===== src/rtl/core/ebct_pkg.sv =====
// ebct_pkg: shared types, register indexes and constants for the ema baseline tracker
// no dependencies
`timescale 1ns / 1ps
package ebct_pkg;
  localparam int unsigned ONE_Q16 = 65536;
  localparam int unsigned ONE_Q15 = 32768;
  localparam int unsigned CFG_IDX_W = 3;
  localparam int unsigned CFG_DATA_W = 24;

  localparam logic [CFG_IDX_W-1:0] REG_LEARN_RATE = 3'd0;
  localparam logic [CFG_IDX_W-1:0] REG_THRESH_START = 3'd1;
  localparam logic [CFG_IDX_W-1:0] REG_GUARD_EPS = 3'd2;
  localparam logic [CFG_IDX_W-1:0] REG_W_LEVEL = 3'd3;
  localparam logic [CFG_IDX_W-1:0] REG_W_HUM = 3'd4;
  localparam logic [CFG_IDX_W-1:0] REG_W_FLAT = 3'd5;
  localparam logic [CFG_IDX_W-1:0] REG_W_CLAR = 3'd6;
  localparam logic [CFG_IDX_W-1:0] REG_FREEZE = 3'd7;

  typedef enum logic [6:0] {
    ST_IDLE = 7'b0000001,
    ST_EMA  = 7'b0000010,
    ST_DLD  = 7'b0000100,
    ST_DIV  = 7'b0001000,
    ST_SUM  = 7'b0010000,
    ST_FIN  = 7'b0100000,
    ST_OUT  = 7'b1000000
  } state_t;
endpackage


===== src/rtl/core/ema_baseline_confidence_tracker_top.sv =====
// ema baseline tracker: one shared 25x17 multiplier and one restoring divider
// per window: 5 ema updates x 2 products (skipped when seeding or frozen),
//   3 divisions (load, 39 bits, finish), 4 mac steps, then the result is presented
// a new window is taken only after the previous result has transferred;
//   a waiting result holds its register and the input stays not ready until its transfer
// reset (rst, synchronous) restores register defaults, clears seeded state and baselines, presets threshold
`timescale 1ns / 1ps
module ema_baseline_confidence_tracker_top (
  input  logic        clk,
  input  logic        rst,
  input  logic        s_axis_tvalid,
  output logic        s_axis_tready,
  // level_rms[23:0], level_variance[47:24], hum_level[71:48], flatness[87:72],
  // trans_ratio[111:88]
  input  logic [111:0] s_axis_tdata,
  output logic        m_axis_tvalid,
  input  logic        m_axis_tready,
  // level_confidence[15:0], hum_conf[31:16], flat_conf[47:32],
  // clarity[63:48], stability[79:64], base_rms[103:80],
  // base_variance[127:104], base_hum[151:128], base_texture[167:152],
  // threshold_now[191:168]
  output logic [191:0] m_axis_tdata,
  input  logic        cfg_valid,
  output logic        cfg_ready,
  input  logic [ebct_pkg::CFG_IDX_W-1:0] cfg_index,
  input  logic [ebct_pkg::CFG_DATA_W-1:0] cfg_data
);
  logic [15:0] learn_rate;
  logic [23:0] threshold_start;
  logic [15:0] guard_epsilon;
  logic [16:0] w_level, w_hum, w_flat, w_clar;
  logic        freeze;

  ebct_pkg::state_t state;
  logic        seeded;
  logic [23:0] base [5];   // rms, var, hum, texture, threshold
  logic [23:0] feat [5];   // rms, var, hum, flat (saturated), transient
  logic [15:0] conf [4];
  logic [2:0]  idx;
  logic        phase;
  logic [40:0] acc;
  logic [38:0] dividend;   // shifted dividend register
  logic [24:0] divisor;
  logic [24:0] rem;
  logic [38:0] quo;
  logic [5:0]  step;
  logic        dzero;
  logic        dnz;
  logic [15:0] stab;

  assign cfg_ready = (state == ebct_pkg::ST_IDLE);
  assign s_axis_tready = (state == ebct_pkg::ST_IDLE) && !cfg_valid;
  assign m_axis_tvalid = (state == ebct_pkg::ST_OUT);

  // shared multiplier
  logic [24:0] mul_a;
  logic [16:0] mul_b;
  logic [41:0] prod;
  logic [16:0] alpha;
  assign alpha = (learn_rate == 16'd0) ? 17'd1 : {1'b0, learn_rate};
  always_comb begin
    mul_a = '0;
    mul_b = '0;
    if (state == ebct_pkg::ST_EMA) begin
      mul_a = {1'b0, phase ? base[idx] : feat[idx]};
      mul_b = phase ? (17'(ebct_pkg::ONE_Q16) - alpha) : alpha;
    end else begin
      mul_a = {9'd0, conf[idx[1:0]]};
      case (idx[1:0])
        2'd0: mul_b = w_level;
        2'd1: mul_b = w_hum;
        2'd2: mul_b = w_flat;
        default: mul_b = w_clar;
      endcase
    end
    prod = 42'(mul_a) * 42'(mul_b);
  end

  // divider trial subtraction
  logic [25:0] trial;
  assign trial = {rem, dividend[38]} - {1'b0, divisor};

  logic [23:0] dsel_x, dsel_b, absd;
  always_comb begin
    dsel_x = (idx == 3'd0) ? feat[0] : feat[2];
    dsel_b = (idx == 3'd0) ? base[0] : base[2];
    absd = (dsel_x > dsel_b) ? dsel_x - dsel_b : dsel_b - dsel_x;
  end

  always_ff @(posedge clk) begin
    if (rst) begin
      learn_rate <= 16'd66;
      threshold_start <= 24'd196608;
      guard_epsilon <= 16'd1;
      w_level <= 17'd16384;
      w_hum <= 17'd16384;
      w_flat <= 17'd16384;
      w_clar <= 17'd16384;
      freeze <= 1'b0;
      state <= ebct_pkg::ST_IDLE;
      seeded <= 1'b0;
      for (int i = 0; i < 4; i++) base[i] <= '0;
      base[4] <= 24'd196608;
    end else begin
      case (state)
        ebct_pkg::ST_IDLE: begin
          if (cfg_valid) begin
            case (cfg_index)
              ebct_pkg::REG_LEARN_RATE: learn_rate <= cfg_data[15:0];
              ebct_pkg::REG_THRESH_START: threshold_start <= cfg_data;
              ebct_pkg::REG_GUARD_EPS: guard_epsilon <= cfg_data[15:0];
              ebct_pkg::REG_W_LEVEL: w_level <= cfg_data[16:0];
              ebct_pkg::REG_W_HUM: w_hum <= cfg_data[16:0];
              ebct_pkg::REG_W_FLAT: w_flat <= cfg_data[16:0];
              ebct_pkg::REG_W_CLAR: w_clar <= cfg_data[16:0];
              ebct_pkg::REG_FREEZE: freeze <= cfg_data[0];
              default: ;
            endcase
          end else if (s_axis_tvalid) begin
            feat[0] <= s_axis_tdata[23:0];
            feat[1] <= s_axis_tdata[47:24];
            feat[2] <= s_axis_tdata[71:48];
            feat[3] <= (s_axis_tdata[87:72] > 16'(ebct_pkg::ONE_Q15)) ?
                       24'(ebct_pkg::ONE_Q15) : {8'd0, s_axis_tdata[87:72]};
            feat[4] <= s_axis_tdata[111:88];
            idx <= '0;
            phase <= 1'b0;
            acc <= 41'd32768;
            if (!seeded) begin
              seeded <= 1'b1;
              base[0] <= s_axis_tdata[23:0];
              base[1] <= s_axis_tdata[47:24];
              base[2] <= s_axis_tdata[71:48];
              base[3] <= (s_axis_tdata[87:72] > 16'(ebct_pkg::ONE_Q15)) ?
                         24'(ebct_pkg::ONE_Q15) : {8'd0, s_axis_tdata[87:72]};
              base[4] <= (threshold_start < 24'(ebct_pkg::ONE_Q16)) ?
                         24'(ebct_pkg::ONE_Q16) : threshold_start;
              state <= ebct_pkg::ST_DLD;
            end else if (freeze) begin
              state <= ebct_pkg::ST_DLD;
            end else begin
              state <= ebct_pkg::ST_EMA;
            end
          end
        end
        ebct_pkg::ST_EMA: begin
          if (!phase) begin
            acc <= acc + 41'(prod);
            phase <= 1'b1;
          end else begin
            phase <= 1'b0;
            acc <= 41'd32768;
            if (idx == 3'd4) begin
              base[4] <= ((acc + 41'(prod)) < (41'(ebct_pkg::ONE_Q16) << 16)) ?
                         24'(ebct_pkg::ONE_Q16) : 24'((acc + 41'(prod)) >> 16);
              idx <= '0;
              state <= ebct_pkg::ST_DLD;
            end else begin
              base[idx] <= 24'((acc + 41'(prod)) >> 16);
              idx <= idx + 3'd1;
            end
          end
        end
        ebct_pkg::ST_DLD: begin
          // idx 0: level, 2: hum, 4: clarity
          rem <= '0;
          step <= '0;
          if (idx == 3'd4) begin
            dividend <= {feat[4], 15'd0};
            divisor <= 25'(base[4]) + 25'(guard_epsilon);
            dzero <= 1'b0;
            dnz <= 1'b0;
          end else begin
            dividend <= {absd, 15'd0};
            divisor <= 25'(dsel_b) + 25'(guard_epsilon);
            dzero <= (25'(dsel_b) + 25'(guard_epsilon)) == 25'd0;
            dnz <= absd != 24'd0;
          end
          quo <= '0;
          state <= ebct_pkg::ST_DIV;
        end
        ebct_pkg::ST_DIV: begin
          if (!trial[25]) rem <= trial[24:0];
          else rem <= {rem[23:0], dividend[38]};
          quo <= {quo[37:0], ~trial[25]};
          dividend <= {dividend[37:0], 1'b0};
          step <= step + 6'd1;
          if (step == 6'd38) state <= ebct_pkg::ST_FIN;
        end
        ebct_pkg::ST_FIN: begin
          if (idx == 3'd4) begin
            conf[3] <= (quo > 39'(ebct_pkg::ONE_Q15)) ? 16'(ebct_pkg::ONE_Q15) : quo[15:0];
            conf[2] <= feat[3][15:0];
            idx <= '0;
            acc <= 41'd32768;
            state <= ebct_pkg::ST_SUM;
          end else begin
            // idx 0 lands in slot 0, idx 2 in slot 1
            conf[idx[2:1]] <= dzero ? (dnz ? 16'd0 : 16'(ebct_pkg::ONE_Q15)) :
              ((quo > 39'(ebct_pkg::ONE_Q15)) ? 16'd0 : 16'(ebct_pkg::ONE_Q15) - quo[15:0]);
            idx <= idx + 3'd2;
            state <= ebct_pkg::ST_DLD;
          end
        end
        ebct_pkg::ST_SUM: begin
          acc <= acc + 41'(prod);
          if (idx == 3'd3) state <= ebct_pkg::ST_OUT;
          idx <= idx + 3'd1;
        end
        ebct_pkg::ST_OUT: begin
          if (m_axis_tready) state <= ebct_pkg::ST_IDLE;
        end
        default: state <= ebct_pkg::ST_IDLE;
      endcase
    end
  end

  assign stab = ((acc >> 16) > 41'(ebct_pkg::ONE_Q15)) ? 16'(ebct_pkg::ONE_Q15) : acc[31:16];
  assign m_axis_tdata = {base[4], base[3][15:0], base[2], base[1], base[0],
                         stab, conf[3], conf[2], conf[1], conf[0]};
endmodule

===== config.mk =====
export PLATFORM = sky130hd
export DESIGN_NAME = ema_baseline_confidence_tracker_top
export DESIGN_NICKNAME = d
export VERILOG_FILES = /design/src/rtl/core/ebct_pkg.sv /design/src/rtl/core/ema_baseline_confidence_tracker_top.sv
export SDC_FILE = /design/constraint.sdc
export NUM_CORES = 2
export LEC_CHECK = 0
export BUFFER_PORTS_ARGS = -buffer_cell sky130_fd_sc_hd__buf_2
export CAP_MARGIN = 20
export CORE_UTILIZATION = 32
export CTS_BUF_LIST = sky130_fd_sc_hd__clkbuf_16
export CTS_CLUSTER_DIAMETER = 50
export DETAILED_ROUTE_END_ITERATION = 6
export HOLD_SLACK_MARGIN = 0.08
export PLACE_DENSITY = 0.45
export SYNTH_ARGS = -nofsm -noshare
export SYNTH_HDL_FRONTEND = slang
export SYNTH_SLANG_ARGS = --single-unit
export TNS_END_PERCENT = 100

===== constraint.sdc =====
create_clock -name clk -period 12.14 [get_ports clk]
set_input_delay 1.214 -clock clk [delete_from_list [all_inputs] [get_ports clk]]
set_output_delay 1.214 -clock clk [all_outputs]
set_load 0.01 [all_outputs]

==> summary.txt <==
Status
  • Status: complete, no violations

Global routing
  • Antenna violations before repair: 32
  • Vias in the first global route: 38400
  • Largest net degree at the start of global routing: 89
  • Total global routing track utilization: 25.8%
  • Global-route wire length before repair: 289000 um
  • Grt ovf: 0

Job
  • Max Cap Violations: 0

STA
  • Max-slew violations: 0
  • Tmin final: 10.83 ns
  • Final period util: 89.2%
  • Worst-margin pin slew: 1.18 ns
  • Hold WS: 0.451 ns
  • Setup TNS: 0 ns
  • Final Hold Fails: 0
  • Final setup viols: 0
  • Max transition margin: 21.0%
  • Layout Skew: 0.0817 ns
  • RSZ-0062 raised after global routing: false
  • Fmax: 0.0923 GHz

Placement
  • IO Port Bufs: 338
  • Placement-stage cell area: 53900 um^2
  • Gp weighted congestion: 0.947
  • Final HPWL DP: 160000 um

Hold path
  • Hold path cells: 2
  • Hold crit path type: reg2reg

Synth
  • Post-synth top flop: edfxtp_1
  • Seq/Total Area, Yosys: 37.8%
  • Mapped Cells: 4998
  • Avg Inst Size Synth: 9.92 um^2
  • Synth top area cells: edfxtp_1 32%, fa_1 15%, nand2_1 6.5%
  • Synthesized flop and latch total: 670
  • Number of distinct library cells after synthesis: 88
  • Number of synthesized flops with an enable pin: 534
  • Top cell type's share of synthesized area: 32.3%
  • Mapped Nets: 5741
  • Synth warn: 0
  • Asr flop ratio synth: 0%
  • Count leader, synth: nand2_1
  • Synth top cells by count: 857 x nand2_1, 667 x inv_1, 534 x edfxtp_1
  • Leading area contributor after synthesis: edfxtp_1
  • Mapped cell area: 49600 um^2

Floorplan
  • Die ar.: 157000 um^2
  • Core Rows: 144
  • Starting Density: 32.2%
  • Ports: 339
  • Die Height: 396 um
  • Die width: 396 um
  • Core footprint: 154000 um^2

Cells and area
  • Design Area, Final: 57300 um^2
  • Layout overhead on the synthesized area: 15.6%
  • Final #Nets: 6028
  • Layout cells sized above 1: 15.4%

Worst setup path
  • Critical path type: reg2reg
  • Critical Path End: base[5][13]
  • Crit path max fanout: 34
  • R2r worst-path depth: 26
  • WP data arrival: 11.21 ns
  • Endpoint class of the critical path: flip-flop
  • Critical path data required time: 12.52 ns
  • Crit path launch type: flip-flop
  • R2r setup slk: 1.31 ns
  • Reg2reg end: base[5][13]

Clock network
  • CTS buffer count: 101
  • Clk_lat worst skew: 0.76 ns
  • CTS tree: yes
  • Max Root-Sink Buffers: 3
  • Post-CTS Setup Repair Bufs: 0
  • Clk slew on worst S/H paths: 0.06 ns
  • CTS Hold Bufs: 0
  • H-Tree Depth: 3
  • Root Buffer: clkbuf_16
  • Clock sinks: 670
  • CTS resizes: 0

Drt
  • Drc violations: 0
  • Final wirelength: 205000 um
  • Vias/cell: 5.29
  • Post-route ant nets: 0
  • Drt initial violations: 4234
  • Wire length per cell: 27.6 um
  • DR vias: 39300
  • DRT Pass-1 Iters: 6
state kept, by name (all words and copies together), names as in the netlist, 17 cells and up, named ones only:
signal,flops
base,192
divisor,25
threshold_start,24
rem,25
dividend,24
w_clar,17
w_hum,17
w_level,17
conf,64
quo,39
feat,112
acc,41
w_flat,17
worst min-delay path by stage:
stage	start	to	slack, ns
final	w_clar[2]	w_clar[2]	0.45
after global routing	w_hum[10]	w_hum[10]	0.47
after CTS	w_clar[3]	w_clar[3]	0.45
after detailed placement	w_clar[3]	w_clar[3]	0.45
after global placement	w_clar[4]	w_clar[4]	0.44
after floorplan	w_clar[0]	w_clar[0]	0.43
layout make-up:
type                       count  area, um^2
tap                         2044        2560
inverter                     667        2510
fill                       15600       96600
clock inverter                84         786
clock buffer                 103        2580
antenna                       10        25.0
timing repair buffer         439        2540
multi-input combinational   3406       27600
sequential                   670       18800
cells by family (layout without fill, tap and decap cells):
family          count (synthesis)  in the layout  share of synthesized area (%)
xor+xnor                      139            139                           2.47
compound gates                821            821                           10.1
simple gates                 1649           1649                           15.1
buf+inv                       922           1293                           7.16
flops                         670            670                           37.8
other cells                     0             10                              0
fa+ha+maj                     599            599                           20.8
mux                           198            198                           6.61
metrics by stage:
| stage | instances | setup slack [ns] | util, % |
|---|---|---|---|
| floorplan | 4998 | 2.85 | - |
| global placement | 7221 | 1.59 | 35.0 |
| detailed placement | 7225 | 1.45 | 35.0 |
| CTS | 7412 | 1.39 | 37.2 |
| global route | 7413 | 0.593 | 37.2 |
| finish | 7423 | 1.31 | 37.3 |
layer usage:
| layer | track usage [%] | vias up | share of wire (%) |
|---|---|---|---|
| met2 | 39.2 | 1727 | 44 |
| met3 | 5.40 | 257 | 9.3 |
| met4 | 7.14 | 10 | 2.6 |
| li1 | - | 17500 | - |
| met5 | 0 | - | 0.030 |
| met1 | 37.0 | 19800 | 44 |
placed cells by master, fill, tap and decap left out, drive strengths merged, types with 13 or more instances in the layout:
cell type / count
or2: 15
nand2b: 39
nor3: 51
clkinv: 38
or4: 13
a21o: 51
inv: 698
a211oi: 25
o21a: 18
a31oi: 21
nand2: 859
mux4: 99
o31ai: 29
nor4: 25
a21oi: 269
a222oi: 17
xor2: 55
mux2i: 55
and3: 20
nand3b: 21
or3: 22
fa: 374
clkbuf: 103
nor2b: 64
nor2: 248
nand4: 20
o21ai: 263
ha: 225
mux2: 44
nand3: 93
edfxtp: 534
o211ai: 20
xnor2: 84
buf: 439
dfxtp: 136
and2: 133
worst max-delay path, cell delays in order, from the launching register on:
cell,delay (ns)
dfxtp_4,0.86
mux4_2,0.61
mux4_2,0.51
nand2_1,0.11
nand2_1,0.61
and2_1,0.42
fa_1,0.50
fa_1,0.55
inv_1,0.05
fa_1,0.50
fa_1,0.54
inv_1,0.05
fa_1,0.49
fa_1,0.42
ha_1,0.38
a211oi_1,0.26
o211ai_1,0.13
a41oi_1,0.36
o21ai_0,0.24
o311ai_1,0.37
a32oi_1,0.29
a31oi_1,0.31
xor2_1,0.62
inv_1,0.29
nor4_2,0.33
buf_4,0.44
nor2_1,0.12
Power is left out: the tool's default activity adds up to more than one toggle a clock period on the data nets, which glitch-free logic cannot reach.
